## config.mk

```make
export PLATFORM = sky130hd
export DESIGN_NAME = stga_ctrl
export DESIGN_NICKNAME = d
export VERILOG_FILES = /design/src/design/stga_pkg.sv /design/src/design/stga_ctrl.sv
export SDC_FILE = /design/constraint.sdc
export NUM_CORES = 1
export LEC_CHECK = 0
export BUFFER_PORTS_ARGS = -buffer_cell sky130_fd_sc_hd__buf_4
export CAP_MARGIN = 20
export CELL_PAD_IN_SITES_DETAIL_PLACEMENT = 1
export CELL_PAD_IN_SITES_GLOBAL_PLACEMENT = 1
export CORE_UTILIZATION = 27
export CTS_CLUSTER_DIAMETER = 150
export CTS_CLUSTER_SIZE = 10
export DETAILED_ROUTE_END_ITERATION = 8
export PLACE_DENSITY_LB_ADDON = 0.08
export REMOVE_ABC_BUFFERS = 1
export SLEW_MARGIN = 0
export SYNTH_ARGS = -nofsm -noshare
export SYNTH_HDL_FRONTEND = slang
export SYNTH_SLANG_ARGS = --single-unit
```

## constraint.sdc

```tcl
create_clock -name clk -period 2.2 [get_ports clk]
set_input_delay 0.44 -clock clk [delete_from_list [all_inputs] [get_ports clk]]
set_output_delay 0.44 -clock clk [all_outputs]
set_load 0.02 [all_outputs]
```

## src/design/stga_pkg.sv

```systemverilog
package stga_pkg;
  localparam int MAX_STATIONS_DEF = 256;
  localparam int GRID_SIDE_DEF = 1024;
  localparam int CFG_IDX_W = 3;
  localparam logic [CFG_IDX_W-1:0] REG_VECTOR_MODE = 3'd0;
  localparam logic [CFG_IDX_W-1:0] REG_RADIUS = 3'd1;
  localparam logic [CFG_IDX_W-1:0] REG_ORIGIN_LON = 3'd2;
  localparam logic [CFG_IDX_W-1:0] REG_ORIGIN_LAT = 3'd3;
  localparam logic [CFG_IDX_W-1:0] REG_LON_STEP = 3'd4;
  localparam logic [CFG_IDX_W-1:0] REG_LAT_STEP = 3'd5;

  typedef struct packed {
    logic load;
    logic eval_init;
    logic rd_issue;
    logic delta;
    logic sq;
    logic wstart;
    logic accum;
    logic div_start;
  } stga_cmd_t;

  typedef struct packed {
    logic scan_done;
    logic div_done;
    logic mean_done;
  } stga_sts_t;
endpackage

```

## src/design/stga_ctrl.sv

```systemverilog
module stga_ctrl import stga_pkg::*; (
  input  logic      clk,
  input  logic      rst,
  input  logic      start,
  input  logic      op,
  input  stga_sts_t sts,
  output stga_cmd_t cmd,
  output logic      busy,
  output logic      done
);
  typedef enum logic [3:0] {
    IDLE, CHECK, READ, DIST, SQ, WGT, WAITD, ACC, MEAN, WAITM, OUT
  } state_t;
  state_t state;

  always_comb begin
    cmd = '0;
    cmd.load = start && !busy && !op;
    // grid point and row, column captured at the transfer itself
    cmd.eval_init = start && !busy && op;
    cmd.rd_issue = (state == READ);
    cmd.delta = (state == DIST);
    cmd.sq = (state == SQ);
    cmd.wstart = (state == WGT);
    cmd.accum = (state == ACC);
    cmd.div_start = (state == MEAN);
  end

  always_ff @(posedge clk) begin
    if (rst) begin
      state <= IDLE;
      busy <= 1'b0;
      done <= 1'b0;
    end else begin
      done <= 1'b0;
      case (state)
        IDLE: if (start && op) begin state <= CHECK; busy <= 1'b1; end
        CHECK: state <= sts.scan_done ? MEAN : READ;
        READ: state <= DIST;
        DIST: state <= SQ;
        SQ: state <= WGT;
        WGT: state <= WAITD;
        WAITD: if (sts.div_done) state <= ACC;
        ACC: state <= CHECK;
        MEAN: state <= WAITM;
        WAITM: if (sts.mean_done) state <= OUT;
        OUT: begin state <= IDLE; busy <= 1'b0; done <= 1'b1; end
        default: state <= IDLE;
      endcase
    end
  end
endmodule

```

==> impl_metrics.py, run 1 <==
metrics = {
    "routing": {
        "routedWlPerCell_um": 12.57,
        "antenna_left": 0,
        "drtIter0Drc": 3,
        "dr.pass1.iters": 2,
        "drc": 0,
        "drt_wl_total_um": 1043,
        "routed_via_density": 5.253,
        "dr_total_vias": 436,
    },
    "yosys": {
        "ys_seq_elements": 6,
        "ys.warnings.count": 0,
        "ys_types": 24,
        "avgSynthCellArea_um2": 7.916,
        "synth_area_um2": 411.6,
        "synthCells": 52,
        "seq_area_frac_synth_pct": 29.18,
    },
    "floorplanning": {
        "design.core.area_um2": 1366,
        "start_util_pct": 30.13,
        "num_io_pins": 17,
        "rows": 13,
        "die-area_um2": 1685,
        "die_h_um": 41.05,
        "die_x_um": 41.05,
    },
    "timing": {
        "layout_min_cycle_time_ns": 1.848,
        "tightest_slew_ns": 0.4297,
        "fin_worst_skew_ns": 0.005684,
        "drv_slew": 0,
        "relSlewSlack_pct": 71.32,
        "fin_ws_ns": 0.3524,
        "setup-tns-final_ns": 0,
        "fmax_mhz": 541.2,
        "rsz0062_at_grt": "false",
        "hold_violations": 0,
        "post-route-period-util_pct": 83.98,
        "finalSetupViolCount": 0,
    },
    "setup_path": {
        "crit_path_max_fanout": 14,
        "reg2reg_from": "state[2]",
        "rrSetupSlack_ns": 0.72,
        "crit_path_end_kind": "output pin",
        "arrival_ns": 1.41,
        "reg2reg_to": "state[1]",
        "reg2regPathDepth": 3,
        "critical_path.endpoint": "cmd[3]",
        "cp.required_ns": 1.76,
        "crit_start": "state[2]",
        "critical_path_class": "reg2out",
        "critical_path.startpoint_type": "flip-flop",
    },
    "clock_network": {
        "cts_tree": "yes",
        "ctsResizeCount": 0,
        "clockBufferDepth": 2,
        "hold_buffers": 0,
        "htree_levels": 1,
        "clock_latency_ns": 0.24,
        "cts-root-buf": "clkbuf_4",
        "clkTransAtPathRegs_ns": 0.05,
        "numCtsBuffers": 3,
        "postCtsSetupBuffers": 0,
        "cts.sinks": 6,
    },
    "layout": {
        "drive_gt1_share_pct": 33.82,
        "fin_util_pct": 40.20,
        "num_antenna_cells": 0,
        "finalInstanceArea_um2": 549.3,
        "layout.nets": 77,
        "synthToLayoutAreaGrowth_pct": 33.43,
    },
    "global_routing": {
        "antenna_found_initial": 0,
        "grt_remaining_overflow": 0,
        "grt_pass1_vias": 358,
        "gr-usage-all-layers_pct": 15.31,
        "grt_max_degree": 15,
        "grt_first_pass_wirelength_um": 1649,
    },
    "place": {
        "port_buffers": 16,
        "hpwl_um": 783.7,
        "post_dp_cell_area_um2": 526.8,
        "dp_slack_ns": 0.5895,
        "gp_congestion": 0.6113,
    },
    "min_path": {
        "hold_path_class": "in2reg",
    },
    "pwr": {
        "total_power_uw": 324.0,
        "power.density_nw_per_um2": 589.9,
        "peakVddDrop_v": 0.0003388,
        "leakagePower_nw": 0.2258,
    },
    "outcome": {
        "run_status": "complete, no violations",
    },
    "run": {
        "max_cap_viol_count": 0,
    },
}
==> per-stage QoR <==
step / hold slack, ns / cells
after floorplan: 0.5091 / 48
after global placement: 0.5069 / 80
after detailed placement: 0.5138 / 80
after CTS: 0.4251 / 83
after global routing: 0.4267 / 83
final: 0.4259 / 83
==> per-layer routing <==
metal / track usage (%) / part of all wire (%) / routed length (µm) / vias up
li1: - / - / - / 220
met1: 19.61 / 49 / 510 / 204
met2: 23.83 / 47 / 491 / 12
met3: 8.152 / 3.9 / 41 / 0
met4: 0 / 0 / 0 / 0
met5: 0 / 0 / 0 / -
==> cells in the mapped netlist <==
| master | number | area [µm²] |
|---|---|---|
| o21a_1 | 1 | 7.510 |
| buf_6 | 1 | 11.26 |
| a21oi_1 | 3 | 15.01 |
| o22ai_1 | 1 | 6.260 |
| nor3b_1 | 2 | 15.01 |
| buf_2 | 1 | 5.000 |
| or4_1 | 1 | 7.510 |
| nand2b_1 | 3 | 18.77 |
| nand2_1 | 7 | 26.28 |
| dfxtp_1 | 6 | 120.1 |
| nor4_2 | 1 | 12.51 |
| nor2_1 | 5 | 18.77 |
| a211oi_2 | 1 | 12.51 |
| o31ai_2 | 1 | 12.51 |
| and2b_1 | 1 | 7.510 |
| nor4b_1 | 1 | 8.760 |
| or2b_1 | 2 | 15.01 |
| buf_4 | 2 | 15.01 |
| and4bb_1 | 1 | 12.51 |
| xor2_1 | 1 | 8.760 |
| nor4_1 | 2 | 12.51 |
| o21ai_1 | 1 | 5.000 |
| o21bai_1 | 1 | 7.510 |
| nor3_1 | 6 | 30.03 |
==> where the power goes <==
part / internal, mW / switching (mW) / total, mW / leakage (nW)
combinational: 0.0434 / 0.0407 / 0.0840 / 0.163
clock: 0.0616 / 0.0381 / 0.0997 / 0.0138
sequential: 0.118 / 0.0222 / 0.140 / 0.0490
==> sequential cells by signal, summed over array words and instances, names as in the netlist <==
| register | count |
|---|---|
| state | 4 |
| done | 1 |
| busy | 1 |
==> final cells by class <==
cell class                 instances  area, µm²
fill                             179      817.0
sequential                         6      120.1
multi-input combinational         42      260.3
tap                               15      18.77
timing repair buffer              17      127.6
clock buffer                       3      22.52
==> worst min-delay path by stage <==
stage          slack [ns]  cells past startpoint  start        to
6_report             0.43                      2    rst      busy
5_1_grt              0.43                      2    rst  state[2]
4_1_cts              0.43                      2    rst      busy
3_5_place_dp         0.51                      2   busy      busy
3_3_place_gp         0.51                      2   busy      busy
2_1_floorplan        0.51                      1    rst      busy
==> worst max-delay path, stage by stage, from the launching register on <==
cell and delay [ns]:
dfxtp_1 0.58, or2b_1 0.28, nor3_1 0.14, buf_4 0.17
==> logic make-up after synthesis <==
logic type	synth area share, %
AOI/OAI and AO/OA	16.11
xor gates and xnor gates	2.128
buffers and inverters	7.596
DFF	29.18
and+or+nand+nor	44.99
==> placed cells by master (no fill, tap or decap), types with 2 or more instances in the layout <==
| master | count |
|---|---|
| or2b_1 | 2 |
| nor3_1 | 6 |
| clkbuf_4 | 3 |
| buf_4 | 17 |
| nor2_1 | 5 |
| dfxtp_1 | 6 |
| nor3b_1 | 2 |
| a21oi_1 | 3 |
| nand2_1 | 7 |
| nor4_1 | 2 |
| nand2b_1 | 3 |
Power figures use the tool's default switching activity.
==> run 2, diff against run 1 <==
clock period = 1.79 ns   (was 2.2 ns; I/O delays follow)
==> impl_metrics.py, run 2 (synthesis gave the netlist of run 1 again) <==
metrics = {
    "outcome": {
        "run_status": "complete, no violations",
    },
    "place": {
        "gp_congestion": 0.6856,
        "hpwl_um": 761.5,
        "place_inst": 80,
        "post_dp_cell_area_um2": 526.8,
        "port_buffers": 16,
        "dp_slack_ns": 0.2530,
    },
    "pwr": {
        "total_power_uw": 399.6,
        "power.density_nw_per_um2": 722.6,
        "peakVddDrop_v": 0.0002827,
        "leakagePower_nw": 0.2270,
    },
    "floorplanning": {
        "rows": 13,
        "design.core.area_um2": 1366,
        "die_x_um": 41.05,
        "die-area_um2": 1685,
        "die_h_um": 41.05,
        "num_io_pins": 17,
        "start_util_pct": 30.13,
    },
    "global_routing": {
        "grt_remaining_overflow": 0,
        "grt_first_pass_wirelength_um": 1559,
        "gr-usage-all-layers_pct": 14.27,
        "grt_pass1_vias": 367,
        "antenna_found_initial": 0,
        "grt_max_degree": 15,
    },
    "routing": {
        "top_layer": "met3",
        "routed-wl-met2_um": 485,
        "drt_wl_total_um": 995,
        "routedWlPerCell_um": 11.99,
        "dr_total_vias": 424,
        "drc": 0,
        "wl_met1_um": 462,
        "dr.pass1.iters": 2,
        "antenna_left": 0,
        "drtIter0Drc": 3,
        "routed_via_density": 5.108,
        "wl_met3_um": 47,
    },
    "layout": {
        "synthToLayoutAreaGrowth_pct": 34.35,
        "fin_util_pct": 40.48,
        "final_cell_mix": "buf_4, nand2_1, nor3_1, nor2_1",
        "num_antenna_cells": 0,
        "stdcell_count": 83,
        "top_register": "state",
        "layout.nets": 77,
        "fill_cells": 169,
        "multi_input_area_um2": 260.3,
        "largest_reg_flops": 4,
        "largestRegisters": "state (4), busy (1), done (1)",
        "drive_gt1_share_pct": 38.24,
        "seq_area_um2": 123.9,
        "finalInstanceArea_um2": 553.0,
        "mostFrequentLayoutCell": "buf_4",
    },
    "clock_network": {
        "clkTransAtPathRegs_ns": 0.04,
        "htree_levels": 1,
        "cts-root-buf": "clkbuf_4",
        "clock_latency_ns": 0.24,
        "numCtsBuffers": 3,
        "hold_buffers": 0,
        "clockBufferDepth": 2,
        "cts.sinks": 6,
        "cts_tree": "yes",
    },
    "timing": {
        "fin_worst_skew_ns": 0.003220,
        "fin_ws_ns": 0.1405,
        "layout_min_cycle_time_ns": 1.649,
        "drv_slew": 0,
        "post-route-period-util_pct": 92.15,
        "tightest_slew_ns": 0.3438,
        "setup-tns-final_ns": 0,
        "finalSetupViolCount": 0,
        "fmax_mhz": 606.3,
        "whs_ns": 0.3304,
        "rsz0062_at_grt": "false",
        "hold_violations": 0,
        "relSlewSlack_pct": 77.05,
    },
    "setup_path": {
        "cp.required_ns": 1.43,
        "arrival_ns": 1.29,
        "critical_path.startpoint_type": "flip-flop",
        "critical_path_class": "reg2out",
        "crit_path_max_fanout": 14,
        "crit_path_end_kind": "output pin",
    },
    "run": {
        "max_cap_viol_count": 0,
    },
    "min_path": {
        "hold_path_class": "in2reg",
    },
}
[run 2: cell counts in the layout (fill, tap and decap cells not counted)]
No cell type changed its count.
[run 2: worst paths after layout]
kind	startpoint	endpoint	slack, ns	depth (start not counted)
min reg2reg	busy	busy	0.51	2
max	state[2]	cmd[3]	0.14	3
min	rst	state[0]	0.33	2
max reg2reg	state[2]	state[1]	0.46	4
[run 2: what timing repair did]
action                     CTS  global route
setup buffers                0             0
resized for setup            1             2
setup endpoints to repair    1             2
[run 2: final cells by class]
| type | instances | share of cell area [%] |
|---|---|---|
| timing repair buffer | 17 | 23.08 |
| clock buffer | 3 | 4.072 |
| multi-input combinational | 42 | 47.06 |
| sequential | 6 | 22.40 |
| tap | 15 | 3.394 |
[run 2: where the power goes]
part           internal (mW)  total [mW]  switching [mW]
clock network         0.0757       0.122          0.0462
registers              0.146       0.175          0.0282
logic                 0.0543       0.103          0.0488
[run 2: critical path, stage by stage, from the launching register on]
cell and delay, ns:
dfxtp_2 0.47, or2b_1 0.27, nor3_1 0.14, buf_4 0.17
[run 2: routing by layer]
| metal | GRT usage, % | up-vias |
|---|---|---|
| li1 | - | 219 |
| met1 | 15.97 | 194 |
| met2 | 24.61 | 11 |
| met3 | 4.891 | 0 |
| met4 | 5.000 | 0 |
| met5 | 0 | - |
==> run 3, diff against run 2 <==
ABC_AREA = 0   (was not set)
CTS_BUF_LIST = sky130_fd_sc_hd__clkbuf_8   (was not set)
SLEW_MARGIN = 5   (was 0)
==> impl_metrics.py, run 3 (synthesis gave the netlist of run 1 again) <==
metrics = {
    "clock_network": {
        "htree_levels": 1,
        "numCtsBuffers": 3,
        "cts-root-buf": "clkbuf_8",
        "clock_latency_ns": 0.22,
        "cts.sinks": 6,
        "clkTransAtPathRegs_ns": 0.04,
        "hold_buffers": 0,
        "cts_tree": "yes",
        "clockBufferDepth": 2,
    },
    "setup_path": {
        "reg2reg_to": "state[1]",
        "crit_path_max_fanout": 14,
        "crit_path_end_kind": "output pin",
        "crit_start": "state[2]",
        "reg2reg_from": "state[0]",
        "critical_path.endpoint": "cmd[3]",
        "rrSetupSlack_ns": 0.35,
        "critical_path.startpoint_type": "flip-flop",
        "arrival_ns": 1.26,
        "reg2regPathDepth": 4,
        "critical_path_class": "reg2out",
        "cp.required_ns": 1.43,
    },
    "run": {
        "max_cap_viol_count": 0,
    },
    "floorplanning": {
        "num_io_pins": 17,
        "start_util_pct": 30.13,
        "die_h_um": 41.05,
        "die-area_um2": 1685,
        "design.core.area_um2": 1366,
        "rows": 13,
        "die_x_um": 41.05,
    },
    "outcome": {
        "run_status": "complete, no violations",
    },
    "global_routing": {
        "grt_first_pass_wirelength_um": 1642,
        "grt_pass1_vias": 379,
        "grt_max_degree": 15,
        "gr-usage-all-layers_pct": 15.05,
        "grt_remaining_overflow": 0,
        "antenna_found_initial": 0,
    },
    "layout": {
        "stdcell_count": 83,
        "largest_reg_flops": 4,
        "drive_gt1_share_pct": 36.76,
        "num_antenna_cells": 0,
        "synthToLayoutAreaGrowth_pct": 38.60,
        "largestRegisters": "state (4), busy (1), done (1)",
        "final_cell_mix": "buf_4, nand2_1, nor3_1, nor2_1, dfxtp_1",
        "layout.nets": 77,
        "fin_util_pct": 41.76,
        "top_register": "state",
        "mostFrequentLayoutCell": "buf_4",
    },
    "routing": {
        "routed_via_density": 5.133,
        "drtIter0Drc": 1,
        "drt_wl_total_um": 1034,
        "routedWlPerCell_um": 12.46,
        "dr.pass1.iters": 2,
        "drc": 0,
        "antenna_left": 0,
        "dr_total_vias": 426,
    },
    "pwr": {
        "power.density_nw_per_um2": 836.3,
        "peakVddDrop_v": 0.0002945,
        "leakagePower_nw": 0.2345,
    },
    "timing": {
        "setup-tns-final_ns": 0,
        "drv_slew": 0,
        "tightest_slew_ns": 0.4383,
        "whs_ns": 0.3583,
        "hold_violations": 0,
        "layout_min_cycle_time_ns": 1.620,
        "fin_ws_ns": 0.1698,
        "post-route-period-util_pct": 90.52,
        "fmax_mhz": 617.2,
        "finalSetupViolCount": 0,
        "fin_worst_skew_ns": 0.001198,
        "rsz0062_at_grt": "false",
        "relSlewSlack_pct": 70.74,
    },
    "place": {
        "gp_congestion": 0.6856,
        "hpwl_um": 761.5,
        "place_inst": 80,
        "dp_slack_ns": 0.2530,
        "port_buffers": 16,
    },
    "min_path": {
        "hold_path_class": "in2reg",
    },
}
-- run 3: cell count changes in the layout (fill, tap and decap cells not counted) --
cell | previous run | this run
clkbuf_4 | 3 | 0
clkbuf_8 | 0 | 3
dfxtp_1 | 3 | 4
dfxtp_2 | 3 | 2
-- run 3: layer usage --
metal	GRT usage (%)	routed length [µm]	vias to the layer above
met5	0	0	-
met1	16.29	492	197
met2	26.95	507	10
li1	-	-	219
met4	5.000	0	0
met3	4.891	34	0
-- run 3: through the flow --
step	power, mW	cell area (µm²)
2_1_floorplan	0.2333	380.4
3_3_place_gp	0.2816	526.8
3_5_place_dp	0.2810	526.8
4_1_cts	0.4865	568.0
5_1_grt	0.5098	570.5
6_report	0.4771	570.5
-- run 3: final cells by class --
class	instances	area [µm²]
flip-flops and latches	6	122.6
clock buffers	3	41.29
repair buffers	17	127.6
fillers	168	795.8
well taps	15	18.77
multi-input cells	42	260.3
-- run 3: repair_timing --
action / CTS / global route
resized for setup: 0 / 2
buffers inserted: 0 / 0
endpoints found under the setup margin: 0 / 2
-- run 3: power by group --
group / switching, mW / total (mW) / internal (mW)
clock network: 0.0544 / 0.199 / 0.144
registers: 0.0289 / 0.175 / 0.146
logic: 0.0496 / 0.104 / 0.0543
-- run 3: critical path, cell delays in order (launching register included) --
cell,delay [ns]
dfxtp_2,0.47
or2b_1,0.27
nor3_1,0.14
buf_4,0.17
-- run 3: worst min-delay path by stage --
stage | from | end | slack (ns) | cells after the start
floorplan | rst | busy | 0.43 | 1
global placement | busy | busy | 0.51 | 2
detailed placement | busy | busy | 0.51 | 2
CTS | rst | busy | 0.36 | 2
global route | rst | busy | 0.37 | 2
finish | rst | busy | 0.36 | 2
